==> config.mk <==
export PLATFORM = sky130hd
export DESIGN_NAME = rtos_task_scheduler_core
export DESIGN_NICKNAME = d
export VERILOG_FILES = /design/src/rtl/rts_pkg.sv /design/src/rtl/rts_cell.sv /design/src/rtl/rtos_task_scheduler_core.sv
export SDC_FILE = /design/constraint.sdc
export NUM_CORES = 1
export LEC_CHECK = 0
export BUFFER_PORTS_ARGS = -buffer_cell sky130_fd_sc_hd__buf_2
export CORE_ASPECT_RATIO = 0.6
export CORE_MARGIN = 3
export CORE_UTILIZATION = 40
export DETAILED_ROUTE_END_ITERATION = 8
export GPL_TIMING_DRIVEN = 0
export SLEW_MARGIN = 25
export SYNTH_ARGS = -nofsm -noshare
export SYNTH_HDL_FRONTEND = slang
export SYNTH_HIERARCHICAL = 1
export SYNTH_SLANG_ARGS = --single-unit
==> constraint.sdc <==
create_clock -name clk_i -period 9.19 [get_ports clk_i]
set_clock_uncertainty 0.2 [all_clocks]
set_input_delay 0.4595 -clock clk_i [delete_from_list [all_inputs] [get_ports clk_i]]
set_output_delay 0.4595 -clock clk_i [all_outputs]
set_load 0.01 [all_outputs]
==> src/rtl/rts_pkg.sv <==
// Shared types and constants for the task scheduler core.
`timescale 1ns / 1ps
`default_nettype none
package rts_pkg;

  localparam int OP_W    = 4;
  localparam int PRIO_W  = 4;
  localparam int OBJ_W   = 8;
  localparam int TICK_W  = 32;
  localparam int TASK_W  = 4;
  localparam int SLICE_W = 4;

  typedef enum logic [OP_W-1:0] {
    OP_CREATE        = 4'd0,
    OP_START         = 4'd1,
    OP_BLOCK_MUTEX   = 4'd2,
    OP_BLOCK_SEM     = 4'd3,
    OP_DELAY         = 4'd4,
    OP_UNBLOCK_MUTEX = 4'd5,
    OP_UNBLOCK_SEM   = 4'd6,
    OP_TICK          = 4'd7,
    OP_SWITCH        = 4'd8
  } op_e;

  typedef enum logic [1:0] {
    TS_READY   = 2'd0,
    TS_RUNNING = 2'd1,
    TS_BLOCKED = 2'd2
  } task_status_e;

  typedef enum logic [1:0] {
    WHY_NONE  = 2'd0,
    WHY_MUTEX = 2'd1,
    WHY_SEM   = 2'd2,
    WHY_TICK  = 2'd3
  } reason_e;

  typedef enum logic [1:0] {
    S_IDLE = 2'd0,
    S_LOAD = 2'd1,
    S_EXEC = 2'd2
  } state_e;

  // Broadcast to every cell during the execute cycle.
  typedef struct packed {
    op_e               op;
    logic              unlock_en;
    logic [OBJ_W-1:0]  obj;
    logic [TICK_W-1:0] wake;
    logic [PRIO_W-1:0] prio;
    logic [PRIO_W-1:0] run_prio;
    logic [TICK_W-1:0] tick_next;
  } cell_cmd_t;

  // Where a cell sits relative to the running and created slots.
  typedef struct packed {
    logic is_run;
    logic is_after;
    logic is_create;
  } cell_pos_t;

  // Search chain passed from cell to cell.
  typedef struct packed {
    logic first;
    logic hi;
    logic lo;
  } chain_t;

  typedef struct packed {
    logic [PRIO_W-1:0] eff_prio;
    logic              vote;
    logic              picked;
  } cell_stat_t;

endpackage
`default_nettype wire

==> src/rtl/rts_cell.sv <==
// One task slot of the scheduler: slot state plus its link of the search chain.
`timescale 1ns / 1ps
`default_nettype none
module rts_cell #(
  parameter bit IS_IDLE = 1'b0
) (
  input  wire logic               clk_i,
  input  wire logic               rst_ni,
  input  wire logic               exec_i,
  input  wire rts_pkg::cell_cmd_t cmd_i,
  input  wire rts_pkg::cell_pos_t pos_i,
  input  wire logic               any_hi_i,
  input  wire rts_pkg::chain_t    chain_i,
  output rts_pkg::chain_t         chain_o,
  output rts_pkg::cell_stat_t     stat_o
);
  import rts_pkg::*;

  logic                valid_q, valid_d;
  task_status_e        status_q, status_d;
  reason_e             reason_q, reason_d;
  logic [OBJ_W-1:0]    obj_q, obj_d;
  logic [TICK_W-1:0]   wake_q, wake_d;
  logic [PRIO_W-1:0]   prio_q, prio_d;
  logic [SLICE_W-1:0]  slices_q, slices_d;

  logic [PRIO_W-1:0]   eff_prio;
  logic [SLICE_W-1:0]  eff_sl;
  reason_e             want;
  logic                blk_match, match_first, cand, hi, lo, picked, woke, slice_end;
  task_status_e        st_tmp;

  localparam bit ORDINARY = !IS_IDLE;

  always_comb begin
    eff_prio  = valid_q ? prio_q : '0;
    eff_sl    = valid_q ? slices_q : '0;
    want      = (cmd_i.op == OP_UNBLOCK_MUTEX) ? WHY_MUTEX : WHY_SEM;
    blk_match = ORDINARY && valid_q && (status_q == TS_BLOCKED) &&
                (reason_q == want) && (obj_q == cmd_i.obj);
    unique case (cmd_i.op)
      OP_START:         match_first = ORDINARY && valid_q;
      OP_UNBLOCK_MUTEX: match_first = blk_match && cmd_i.unlock_en;
      OP_UNBLOCK_SEM:   match_first = blk_match;
      default:          match_first = 1'b0;
    endcase
    cand = ORDINARY && valid_q && (status_q == TS_READY) && !pos_i.is_run;
    hi   = cand && pos_i.is_after;
    lo   = cand && !pos_i.is_after;
    chain_o.first = chain_i.first | match_first;
    chain_o.hi    = chain_i.hi | hi;
    chain_o.lo    = chain_i.lo | lo;

    if (IS_IDLE) begin
      unique case (cmd_i.op)
        OP_START:  picked = !chain_i.first;
        OP_SWITCH: picked = !chain_i.hi && !chain_i.lo;
        default:   picked = 1'b0;
      endcase
    end else begin
      unique case (cmd_i.op)
        OP_START, OP_UNBLOCK_MUTEX, OP_UNBLOCK_SEM:
          picked = match_first && !chain_i.first;
        OP_SWITCH: picked = any_hi_i ? (hi && !chain_i.hi) : (lo && !chain_i.lo);
        default:   picked = 1'b0;
      endcase
    end

    woke = ORDINARY && valid_q && (status_q == TS_BLOCKED) &&
           (reason_q == WHY_TICK) && (wake_q <= cmd_i.tick_next);
    slice_end = pos_i.is_run && (eff_prio == PRIO_W'(eff_sl));

    unique case (cmd_i.op)
      OP_UNBLOCK_MUTEX, OP_UNBLOCK_SEM: stat_o.vote = picked && (eff_prio > cmd_i.run_prio);
      OP_TICK: stat_o.vote = (woke && (eff_prio > cmd_i.run_prio)) || slice_end;
      default: stat_o.vote = 1'b0;
    endcase
    stat_o.eff_prio = eff_prio;
    stat_o.picked   = picked;
  end

  always_comb begin
    valid_d  = valid_q;
    status_d = status_q;
    reason_d = reason_q;
    obj_d    = obj_q;
    wake_d   = wake_q;
    prio_d   = prio_q;
    slices_d = slices_q;
    st_tmp   = status_q;
    if (exec_i) begin
      unique case (cmd_i.op)
        OP_CREATE: begin
          if (pos_i.is_create) begin
            valid_d  = 1'b1;
            status_d = TS_READY;
            prio_d   = cmd_i.prio;
            slices_d = '0;
          end
        end
        OP_START: begin
          if (picked) status_d = TS_RUNNING;
          else if (pos_i.is_run && status_q == TS_RUNNING) status_d = TS_READY;
        end
        OP_BLOCK_MUTEX, OP_BLOCK_SEM, OP_DELAY: begin
          if (pos_i.is_run) begin
            status_d = TS_BLOCKED;
            unique case (cmd_i.op)
              OP_BLOCK_MUTEX: begin
                reason_d = WHY_MUTEX;
                obj_d    = cmd_i.obj;
              end
              OP_BLOCK_SEM: begin
                reason_d = WHY_SEM;
                obj_d    = cmd_i.obj;
              end
              default: begin
                reason_d = WHY_TICK;
                obj_d    = '0;
                wake_d   = cmd_i.wake;
              end
            endcase
          end
        end
        OP_UNBLOCK_MUTEX, OP_UNBLOCK_SEM: begin
          if (picked) status_d = TS_READY;
        end
        OP_TICK: begin
          if (woke) st_tmp = TS_READY;
          status_d = st_tmp;
          if (pos_i.is_run) begin
            if (slice_end) begin
              if (st_tmp == TS_RUNNING) status_d = TS_READY;
              slices_d = '0;
            end else begin
              slices_d = slices_q + SLICE_W'(1);
            end
          end
        end
        OP_SWITCH: begin
          if (picked) status_d = TS_RUNNING;
          else if (IS_IDLE) status_d = TS_READY;
          else if (pos_i.is_run && status_q == TS_RUNNING) status_d = TS_READY;
        end
        default: ;
      endcase
    end
  end

  always_ff @(posedge clk_i or negedge rst_ni) begin
    if (!rst_ni) begin
      valid_q  <= 1'b0;
      status_q <= TS_READY;
      reason_q <= WHY_NONE;
    end else begin
      valid_q  <= valid_d;
      status_q <= status_d;
      reason_q <= reason_d;
    end
  end

  always_ff @(posedge clk_i) begin
    obj_q    <= obj_d;
    wake_q   <= wake_d;
    prio_q   <= prio_d;
    slices_q <= slices_d;
  end

endmodule
`default_nettype wire

==> src/rtl/rtos_task_scheduler_core.sv <==
// Top level of the task scheduler: command sequencer around a chain of slot cells.
`timescale 1ns / 1ps
`default_nettype none
// Each command passes through accept, load of running-slot data and execute; the results
// are registered from the execute cycle and shown with done_o. busy_o is high for the
// load and execute cycles, so no new command is taken then; the slot searches ripple
// down the cell chain within the execute cycle. Results cannot be stalled by the receiver.
// Reset: asynchronous, active low; all slots invalid and ready, running slot 0, tick 0.
module rtos_task_scheduler_core #(
  parameter int MAX_TASKS = 8
) (
  input  wire logic                       clk_i,
  input  wire logic                       rst_ni,
  input  wire logic                       start_i,
  output logic                            busy_o,
  input  wire logic [rts_pkg::OP_W-1:0]   op_i,
  input  wire logic [rts_pkg::PRIO_W-1:0] priority_req_i,
  input  wire logic [rts_pkg::OBJ_W-1:0]  object_id_i,
  input  wire logic                       mutex_unlocked_i,
  input  wire logic [rts_pkg::TICK_W-1:0] delay_ticks_i,
  output logic                            done_o,
  output logic                            switch_request_o,
  output logic [rts_pkg::TASK_W-1:0]      running_task_o,
  output logic [rts_pkg::TASK_W-1:0]      created_slot_o,
  output logic                            error_o
);
  import rts_pkg::*;

  localparam int NSLOTS = MAX_TASKS + 1;
  localparam int SLOT_W = $clog2(NSLOTS);

  state_e state_q, state_d;

  // Captured transaction fields.
  op_e               op_q;
  logic [PRIO_W-1:0] prio_q;
  logic [OBJ_W-1:0]  obj_q;
  logic              unl_q;
  logic [TICK_W-1:0] dly_q;

  logic [TICK_W-1:0] tick_q, tick_next_q, wake_q;
  logic [SLOT_W-1:0] running_q;
  logic [PRIO_W-1:0] run_prio_q;

  logic              done_q, sw_q, err_q;
  logic [TASK_W-1:0] run_out_q, created_q;

  cell_cmd_t         cmd;
  cell_pos_t         pos   [NSLOTS];
  chain_t            chain [NSLOTS+1];
  cell_stat_t        stat  [NSLOTS];
  logic [PRIO_W-1:0] eff_prio_arr [NSLOTS];
  logic [NSLOTS-1:0] picked_vec, vote_vec;

  logic              exec, err, sw;
  logic [SLOT_W-1:0] create_slot, pick_idx;

  assign exec   = (state_q == S_EXEC);
  assign busy_o = (state_q != S_IDLE);

  always_comb begin
    unique case (state_q)
      S_IDLE:  state_d = (start_i) ? S_LOAD : S_IDLE;
      S_LOAD:  state_d = S_EXEC;
      S_EXEC:  state_d = S_IDLE;
      default: state_d = S_IDLE;
    endcase
  end

  always_comb begin
    err         = (op_q == OP_CREATE) && (prio_q > PRIO_W'(MAX_TASKS));
    create_slot = SLOT_W'(MAX_TASKS) - prio_q[SLOT_W-1:0];
    cmd.op        = op_q;
    cmd.unlock_en = unl_q;
    cmd.obj       = obj_q;
    cmd.wake      = wake_q;
    cmd.prio      = prio_q;
    cmd.run_prio  = run_prio_q;
    cmd.tick_next = tick_next_q;
  end

  assign chain[0] = '0;

  for (genvar g = 0; g < NSLOTS; g++) begin : g_cell
    always_comb begin
      pos[g].is_run    = (running_q == SLOT_W'(g));
      pos[g].is_after  = (SLOT_W'(g) > running_q);
      pos[g].is_create = (op_q == OP_CREATE) && !err && (create_slot == SLOT_W'(g));
    end

    // The idle slot sits at the tail; it takes the chain result but adds nothing.
    rts_cell #(
      .IS_IDLE (g == MAX_TASKS)
    ) u_cell (
      .clk_i    (clk_i),
      .rst_ni   (rst_ni),
      .exec_i   (exec),
      .cmd_i    (cmd),
      .pos_i    (pos[g]),
      .any_hi_i (chain[MAX_TASKS].hi),
      .chain_i  (chain[g]),
      .chain_o  (chain[g+1]),
      .stat_o   (stat[g])
    );

    assign eff_prio_arr[g] = stat[g].eff_prio;
    assign picked_vec[g]   = stat[g].picked;
    assign vote_vec[g]     = stat[g].vote;
  end

  // Exactly one cell picks on start and switch; encode its index.
  always_comb begin
    pick_idx = '0;
    for (int i = 0; i < NSLOTS; i++) begin
      if (picked_vec[i]) pick_idx = pick_idx | SLOT_W'(i);
    end
    sw = (|vote_vec) || (op_q == OP_BLOCK_MUTEX) || (op_q == OP_BLOCK_SEM) ||
         (op_q == OP_DELAY);
  end

  always_ff @(posedge clk_i or negedge rst_ni) begin
    if (!rst_ni) begin
      state_q   <= S_IDLE;
      tick_q    <= '0;
      running_q <= '0;
      done_q    <= 1'b0;
    end else begin
      state_q <= state_d;
      done_q  <= exec;
      if (exec) begin
        if (op_q == OP_TICK) tick_q <= tick_next_q;
        if (op_q == OP_START || op_q == OP_SWITCH) running_q <= pick_idx;
      end
    end
  end

  always_ff @(posedge clk_i) begin
    if (start_i && !busy_o) begin
      op_q   <= op_e'(op_i);
      prio_q <= priority_req_i;
      obj_q  <= object_id_i;
      unl_q  <= mutex_unlocked_i;
      dly_q  <= delay_ticks_i;
    end
    if (state_q == S_LOAD) begin
      run_prio_q  <= eff_prio_arr[running_q];
      tick_next_q <= tick_q + TICK_W'(1);
      wake_q      <= tick_q + dly_q;
    end
    if (exec) begin
      sw_q      <= sw;
      err_q     <= err;
      run_out_q <= (op_q == OP_START || op_q == OP_SWITCH) ? TASK_W'(pick_idx)
                                                           : TASK_W'(running_q);
      created_q <= ((op_q == OP_CREATE) && !err) ? TASK_W'(create_slot) : '0;
    end
  end

  assign done_o           = done_q;
  assign switch_request_o = sw_q;
  assign running_task_o   = run_out_q;
  assign created_slot_o   = created_q;
  assign error_o          = err_q;

  // A result appears only right after an execute cycle.
  a_done_after_exec: assert property (@(posedge clk_i) disable iff (!rst_ni)
    done_o |-> $past(state_q == S_EXEC))
    else $error("result strobe without execute cycle");

  // Start and switch always select exactly one slot.
  a_one_pick: assert property (@(posedge clk_i) disable iff (!rst_ni)
    (exec && (op_q == OP_START || op_q == OP_SWITCH)) |-> $onehot(picked_vec))
    else $error("slot selection not one-hot");

  // The running slot never leaves the table.
  a_run_range: assert property (@(posedge clk_i) disable iff (!rst_ni)
    running_q <= SLOT_W'(MAX_TASKS))
    else $error("running slot out of range");

  // An accepted transaction makes the core busy next cycle.
  a_busy_after_start: assert property (@(posedge clk_i) disable iff (!rst_ni)
    (start_i && !busy_o) |=> busy_o)
    else $error("transaction accepted without going busy");

endmodule
`default_nettype wire

* Yosys cells after proc, flatten, opt, wreduce, memory -nomap -nowiden
Index checks and enable logic that the tools add are counted.
** Cells by class
- Add/sub/neg operators :: 12
- Multipliers :: 0
- Divide/modulo/power cells :: 0
- Magnitude comparators :: 27
- Equal/unequal tests :: 125
- Shifts and indexed selects :: 0
- Muxes and demuxes :: 201
- Bitwise logic cells :: 23
- Reduce and logical (&&, ||, !) cells :: 266
** Operators by type and width (count)
- $le A32 B32 Y1 :: 8
- $mux W4 :: 49
- $mux W2 :: 91
- $logic_and A1 B1 Y1 :: 148
- $pmux W2 S5 :: 8
- $pmux W4 S2 :: 9
- $ne A2 B1 Y1 const B :: 34
- $reduce_and A4 Y1 :: 17
- $eq A8 B8 Y1 :: 8
- $reduce_and A3 Y1 :: 17
- $eq A4 B3 Y1 const B :: 12
- $reduce_and A6 Y1 :: 8
- $logic_not A1 Y1 :: 42
- $add A4 B1 Y4 const B :: 9
- $eq A4 B4 Y1 :: 9
- $gt A4 B4 Y1 :: 9
- $pmux W1 S2 :: 18
- $eq A2 B1 Y1 const B :: 17
- $eq A2 B2 Y1 const B :: 17
- $add A32 B1 Y32 const B :: 1
- $add A32 B32 Y32 :: 1
- $eq A4 B2 Y1 const B :: 6
- $ne A3 B1 Y1 const B :: 8
- $pmux W1 S3 :: 8
- other kinds (26) :: 100
** Storage, ports and cells
- Bits in registers :: 599
- Bits in latches :: 0
- RAM bits :: 0
- ROM bits :: 0
- Input port bits :: 52
- Logic and storage cells :: 729
- Memories :: 0

* Longest topological paths before layout
Gate-level depths: netlist of the first run.
- Depth in word-level cells :: 22
- Mapped depth :: 24
- Mapped depth without buffers :: 22

* Hierarchy
The synthesis of the first run kept the hierarchy.
** Modules (own cells, without submodules)
- rts_cell (g_cell[0].u_cell ...) :: times used 6, cells each 299, area each 3256.9 µm²
- rtos_task_scheduler_core :: times used 1, cells each 651, area each 8204.1 µm²
- rts_cell (g_cell[6].u_cell ...) :: times used 2, cells each 305, area each 3243.1 µm²
- rts_cell (g_cell[8].u_cell) :: times used 1, cells each 46, area each 520.5 µm²

* Least setup slack after synthesis of the first run
Ideal clock, no wire load.
- Path type :: flip-flop to flip-flop
- Start :: reg op_q[1]
- End :: reg g_cell[6].u_cell.wake_q[0], enable pin
- Arrival :: 4576 ps
- Slack :: 3912 ps
- Stages on the path, launching flop included :: 4
- Path buffers :: 1
- Period minus slack after synthesis :: 5278 ps
- Path through :: edfxtp_1 > clkbuf_1 > mux2i_1 > nor4_1
** Between the ends
- Word-level cells in the longest chain between the ends :: 4
** Ends and longest elaborated chain
- start: declaration :: RTL line rtos_task_scheduler_core.sv:35 : op_e op_q;
- start signal: assignment :: RTL line rtos_task_scheduler_core.sv:139 : op_q <= op_e'(op_i);
- $eq A4 B2 Y1
- $reduce_or A2 Y1 (no line)
- $not A1 Y1 (no line)
- $reduce_and A4 Y1 (no line) (*)
- end signal: assignment :: RTL line rts_cell.sv:164 : wake_q <= wake_d;
- end: declaration :: RTL line rts_cell.sv:23 : logic [TICK_W-1:0] wake_q, wake_d;
Mark *: on every way between the ends. The rest lies on a longest branch, timed or not.
A chain may end at the register's enable or synchronous reset.

==> qor.yml, run 1 <==
drtAntennaViolNets: 0
synth_area_sq_um: 34700
io_buffers: 63
dpl_cell_area_sq_um: 37200
cp_data_arrival_time_ns: 6.24
final_cell_mix: "edfxtp_1 (519), inv_1 (351), ha_1 (334), a21oi_1 (180), nor2_1 (150)"
fp-row-count: 83
worstSetupPathType: "reg -> reg"
fin_crit_sh: 0.666
post-route-min-period_ns: 6.12
die_area_sq_um: 90500
finalSetupViolCount: 0
cts.path.max_buffers: 3
grtUsageTotal: 0.205
drt_iter0_drc: 2422
slew_viol_final: 0
total_power_mw: 7.42
cap_violations: 0
min_path_type: "in -> async"
worstPathMaxFanout: 17
floorplan.die.height_microns: 234
cp_slowest_cell: "a21o_1"
ios: 64
path_delay_family: "simple AND/OR/NAND/NOR gates"
coreArea_sq_um: 85800
status: "complete, no violations"
wl_per_cell_microns: 20.4
yosysWarnings: 6
crit_buf_inv: 1
avgSynthCellArea_sq_um: 11.2
max_stage_delay_ns: 0.59
cts-root-buf: "clkbuf_16"
grt_pass1_wl_mm: 142
antenna_found_initial: 2
final_common_cell: "edfxtp_1"
numCtsBuffers: 59
overflow: 0
cts_max_level: 2
tns_ns: 0
postSynthCellCount: 3097
cp_cell_sequence: "or2_2 -> clkbuf_1 -> nor2_1 -> and2_1 -> nor4b_1 -> a21o_1 -> a21o_1 -> a21o_1 -> a21o_1 -> a21o_1 -> a21o_1 -> a21o_1 -> or3_1 -> o21ai_0 -> nand3_1 -> a21boi_1 -> o32ai_1 -> or2_1 -> nor3_1 -> o2111ai_1"
clk_pin_slew_worst_paths_ns: 0.07
cp-start-kind: "flip-flop"
drive_gt1_frac: 0.110
ir_drop_mv: 0.152
dpl.hpwl_mm: 71.7
rsz0062_at_grt: "no"
cellLeakagePower_nw: 16.1
timing_hold_violations_final: 0
area_growth_syn_to_layout_pct: 14.5
rrSetupSlack_ns: 3.07
grt_max_degree: 53
die_w_microns: 386
worst_path_most_repeated_cell: "a21o_1"
cts_tree: "done"
num_vias: 24900
finalNetCount: 3718
post_cts_resized: 0
drc: 0
slew_headroom: 0.267
wl_mm: 92.4
clk_latency_ns: 0.65
critPathCaptureType: "flip-flop"
grt_pass1_vias: 23600
worst_pin_slew_ns: 1.10
numClockSinks: 599
finalInstanceArea_sq_um: 39700
vias_per_cell: 5.51
fmax_mhz: 163
start_util: 0.405
powerDensity_nw_per_um2: 187
crit_required_ns: 9.31
place.gp.congestion: 0.899
first_pass_iters: 5
repair_timing:
item | in CTS | in global routing
hold endpoints to repair | 130 | 0
hold buffers | 51 | 0
setup buffers | 0 | 0
worst reg2reg max path: cells and delay by family (launching register included):
kind	cells	cell delay [ns]
compound gates	11	2.30
flops	1	0.44
simple gates	8	2.47
buf+inv	1	0.40
worst paths after layout:
check,start,to,cells past startpoint
setup / recovery,running_q[3],switch_request_o,20
hold / removal,rst_ni,g_cell[0].u_cell/status_q[0],2
setup reg to reg,running_q[3],switch_request_o,20
hold reg to reg,g_cell[7].u_cell/status_q[1],g_cell[7].u_cell/status_q[1],1
max in group asynchronous,rst_ni,tick_q[9],3
min in group clk_i,delay_ticks_i[13],dly_q[13],2
stage by stage:
stage	hold slack [ns]	std cells	worst slack [ns]	utilization
4_1_cts	0.101	4527	3.31	0.463
6_report	0.117	4529	3.07	0.463
5_1_grt	0.137	4528	2.77	0.463
3_5_place_dp	0.211	4365	3.36	0.433
3_3_place_gp	0.347	4315	0.885	0.426
2_1_floorplan	-0.0361	3105	3.91	-
where the power goes:
group	internal [mW]	total, mW	switching [mW]	leakage [nW]
clock network	1.49	2.58	1.09	0.985
logic	0.529	1.26	0.728	9.36
registers	3.21	3.58	0.372	5.79
total	5.23	7.42	2.19	16.1
final cells by class:
type | instances | area, sq um
plain buffers | 70 | 327
clock buffers | 77 | 1610
flip-flops and latches | 599 | 17600
repair buffers | 165 | 1410
multi-input cells | 2084 | 15600
inverters | 352 | 1320
clock inverters | 34 | 425
well taps | 1147 | 1440
fillers | 7964 | 46000
diodes | 1 | 2.50
metal layers:
layer	global-route usage	wire (microns)	vias up
met5	0	0	-
met4	0.0403	1510	0
met3	0.0365	7820	98
met2	0.262	33900	859
met1	0.347	49200	12100
li1	-	-	11800
registers in the layout (all words and copies together) (netlist names), 8 cells and up:
signal,flops
g_cell.u_cell/wake_q,256
g_cell.u_cell/obj_q,64
g_cell.u_cell/prio_q,36
g_cell.u_cell/slices_q,36
dly_q,32
tick_next_q,32
tick_q,32
wake_q,32
g_cell.u_cell/reason_q,16
g_cell.u_cell/status_q,16
g_cell.u_cell/valid_q,9
obj_q,8
No activity file was read; power rests on OpenSTA's default activity.
==> run 2, diff against run 1 <==
==> constraint.sdc (replaced) <==
create_clock -name clk_i -period 5.3 [get_ports clk_i]
set_clock_uncertainty 0.2 [all_clocks]
set_input_delay 0.265 -clock clk_i [delete_from_list [all_inputs] [get_ports clk_i]]
set_output_delay 0.265 -clock clk_i [all_outputs]
set_load 0.01 [all_outputs]
==> run 2 against run 1 <==
Compared with the run above:
- register-to-register slack got worse by 2.8 ns
- non-clock buffer count increased by 5
- power increased by 74%
- critical path depth increased by 6
- cell area increased by 0.31%
- via count increased by 0.19%
- combinational power increased by 75%
- sequential power increased by 74%
- wire length increased by 0.45%
- clock power increased by 74%
- fmax increased by 22%
- die area unchanged
==> qor.yml, run 2 (synthesis results as in run 1) <==
clk_latency_ns: 0.65  # about the same
num_vias: 25000  # +0.19%
numCtsBuffers: 59  # unchanged
diodes: 0  # -1
path_delay_family: "simple AND/OR/NAND/NOR gates"
fp-row-count: 83  # unchanged
cts_tree: "done"
clk_pin_slew_worst_paths_ns: 0.07  # about the same
max_stage_delay_ns: 0.58  # about the same
drive_gt1_frac: 0.116  # +0.00604
wl_mm: 92.8  # +0.45%
worstSetupPathType: "reg -> reg"
grt_max_degree: 53  # unchanged
seq_area_sq_um: 17600  # unchanged
cts.path.max_buffers: 3  # unchanged
top_regs: "g_cell.u_cell/wake_q x256, g_cell.u_cell/obj_q x64"
largest_reg_flops: 256  # unchanged
ir_drop_mv: 0.263  # +73%
dpl.hpwl_mm: 71.7  # unchanged
cts-root-buf: "clkbuf_16"
status: "complete, no violations"
io_buffers: 63  # unchanged
area_growth_syn_to_layout_pct: 14.8
floorplan.die.height_microns: 234  # unchanged
cellLeakagePower_nw: 16.2  # +0.35%
final_cell_mix: "edfxtp_1 (519), inv_1 (351), ha_1 (334), a21oi_1 (180), nor2_1 (148)"
crit_buf_inv: 11  # +10
finalNetCount: 3723  # +0.13%
fmax_mhz: 199  # +22%
worst_path_most_repeated_cell: "inv_1"
coreArea_sq_um: 85800  # unchanged
regMostFlops: "g_cell.u_cell/wake_q"
min_path_type: "in -> async"
cp-start-kind: "flip-flop"
start_util: 0.405  # unchanged
slew_viol_final: 0  # unchanged
overflow: 0  # unchanged
grt_pass1_vias: 23600  # +0.034%
cap_violations: 0  # unchanged
worstPathMaxFanout: 25  # +8
tns_ns: 0  # unchanged
cp_data_arrival_time_ns: 5.34  # -0.90 ns
drc: 0  # unchanged
die_w_microns: 386  # unchanged
first_pass_iters: 5  # unchanged
powerDensity_nw_per_um2: 323  # +73%
grt_pass1_wl_mm: 142  # +0.16%
antenna_found_initial: 2  # unchanged
cp_slowest_cell: "or4_1"
wl_per_cell_microns: 20.5  # +0.36%
rsz0062_at_grt: "no"
numClockSinks: 599  # unchanged
fillers: 7952  # -0.15%
drt_iter0_drc: 2442  # +0.83%
timing_hold_violations_final: 0  # unchanged
fin_crit_sh: 0.946  # +0.280
die_area_sq_um: 90500  # unchanged
place.gp.congestion: 0.899  # unchanged
drtAntennaViolNets: 0  # unchanged
multiInputGateArea_sq_um: 15700  # +0.45%
worst_pin_slew_ns: 1.13  # +0.0298 ns
grtUsageTotal: 0.205  # +0.000439
critPathCaptureType: "flip-flop"
final_common_cell: "edfxtp_1"
vias_per_cell: 5.51  # +0.10%
ios: 64  # unchanged
crit_required_ns: 5.63  # -3.68 ns
finalSetupViolCount: 0  # unchanged
cts_max_level: 2  # unchanged
fin_util: 0.465  # +0.00146
slew_headroom: 0.248  # -0.0199
post-route-min-period_ns: 5.01  # -1.11 ns
[run 2: cell types whose count changed in the layout (fill, tap and decap cells not counted), moves of 3 or more]
cell	change
buf_4	+5
clkbuf_1	-4
clkbuf_2	+3
nor4b_1	-3
nor4b_2	+3
[run 2: what timing repair did]
action,CTS,global route
gates cloned,0,0
resized for setup,7,16
buffers inserted,0,5
setup endpoints to repair,7,7
hold endpoints to repair,139,0
hold buffers,52,0
[run 2: through the flow]
stage	instance area (sq um)	cells	total power, mW	hold WS, ns	setup slack (ns)
2_1_floorplan	34800	3105	7.48	-0.231	0.0224
3_3_place_gp	36500	4315	8.31	0.241	-3.01
3_5_place_dp	37200	4365	8.41	0.0168	-0.534
4_1_cts	39800	4528	12.9	0.0160	0.0493
5_1_grt	39900	4533	13.5	0.0634	0.00128
6_report	39900	4533	12.9	0.0435	0.285
[run 2: worst register-to-register path, cell delays in order, from the launching register on]
cell and delay [ns]:
edfxtp_1 0.51, buf_8 0.22, buf_16 0.17, buf_8 0.18, and4bb_2 0.27, mux2i_1 0.12, or4_1 0.58, nand3_1 0.12
inv_1 0.06, nand3_1 0.06, inv_1 0.11, nand3_1 0.10, inv_1 0.06, nand3_1 0.09, inv_1 0.10, nand3_1 0.08
inv_1 0.09, nand3_1 0.18, or2_2 0.19, o21bai_1 0.14, inv_1 0.08, a21boi_2 0.16, inv_1 0.10, buf_4 0.16
nor4_2 0.31, o21ai_0 0.18, mux2_2 0.29
[run 2: final cells by class]
class | instances | share of cell area
sequential | 599 | 0.441
multi-input combinational | 2084 | 0.394
clock buffer | 77 | 0.0405
timing repair buffer | 171 | 0.0367
tap | 1147 | 0.0360
inverter | 352 | 0.0331
clock inverter | 34 | 0.0107
buffer | 69 | 0.00819
[run 2: metal layers]
| metal | up-vias | part of all wire | track usage |
|---|---|---|---|
| met5 | - | 0 | 0 |
| met3 | 99 | 0.085 | 0.0382 |
| met1 | 12200 | 0.53 | 0.347 |
| li1 | 11900 | - | - |
| met2 | 833 | 0.37 | 0.262 |
| met4 | 0 | 0.017 | 0.0403 |
[run 2: path summary, 6_finish.rpt]
path                                              start                           end  slack, ns  cells after the start
setup / recovery                                op_q[0]                  running_q[0]       0.29                     26
max in group asynchronous                        rst_ni                     tick_q[9]       4.53                      3
hold reg to reg            g_cell[7].u_cell/status_q[1]  g_cell[7].u_cell/status_q[1]       0.36                      1
hold / removal                                   rst_ni  g_cell[0].u_cell/status_q[0]       0.04                      3
setup reg to reg                                op_q[0]                  running_q[0]       0.29                     26
min in group clk_i                    delay_ticks_i[13]                     dly_q[13]       0.12                      2
[run 2: report_power, final]
group          internal, mW  switching (mW)  total [mW]  leakage (nW)
registers              5.57           0.649        6.22          5.79
logic                 0.926            1.27        2.20          9.41
clock network          2.58            1.90        4.48         0.985
total                  9.08            3.82        12.9          16.2
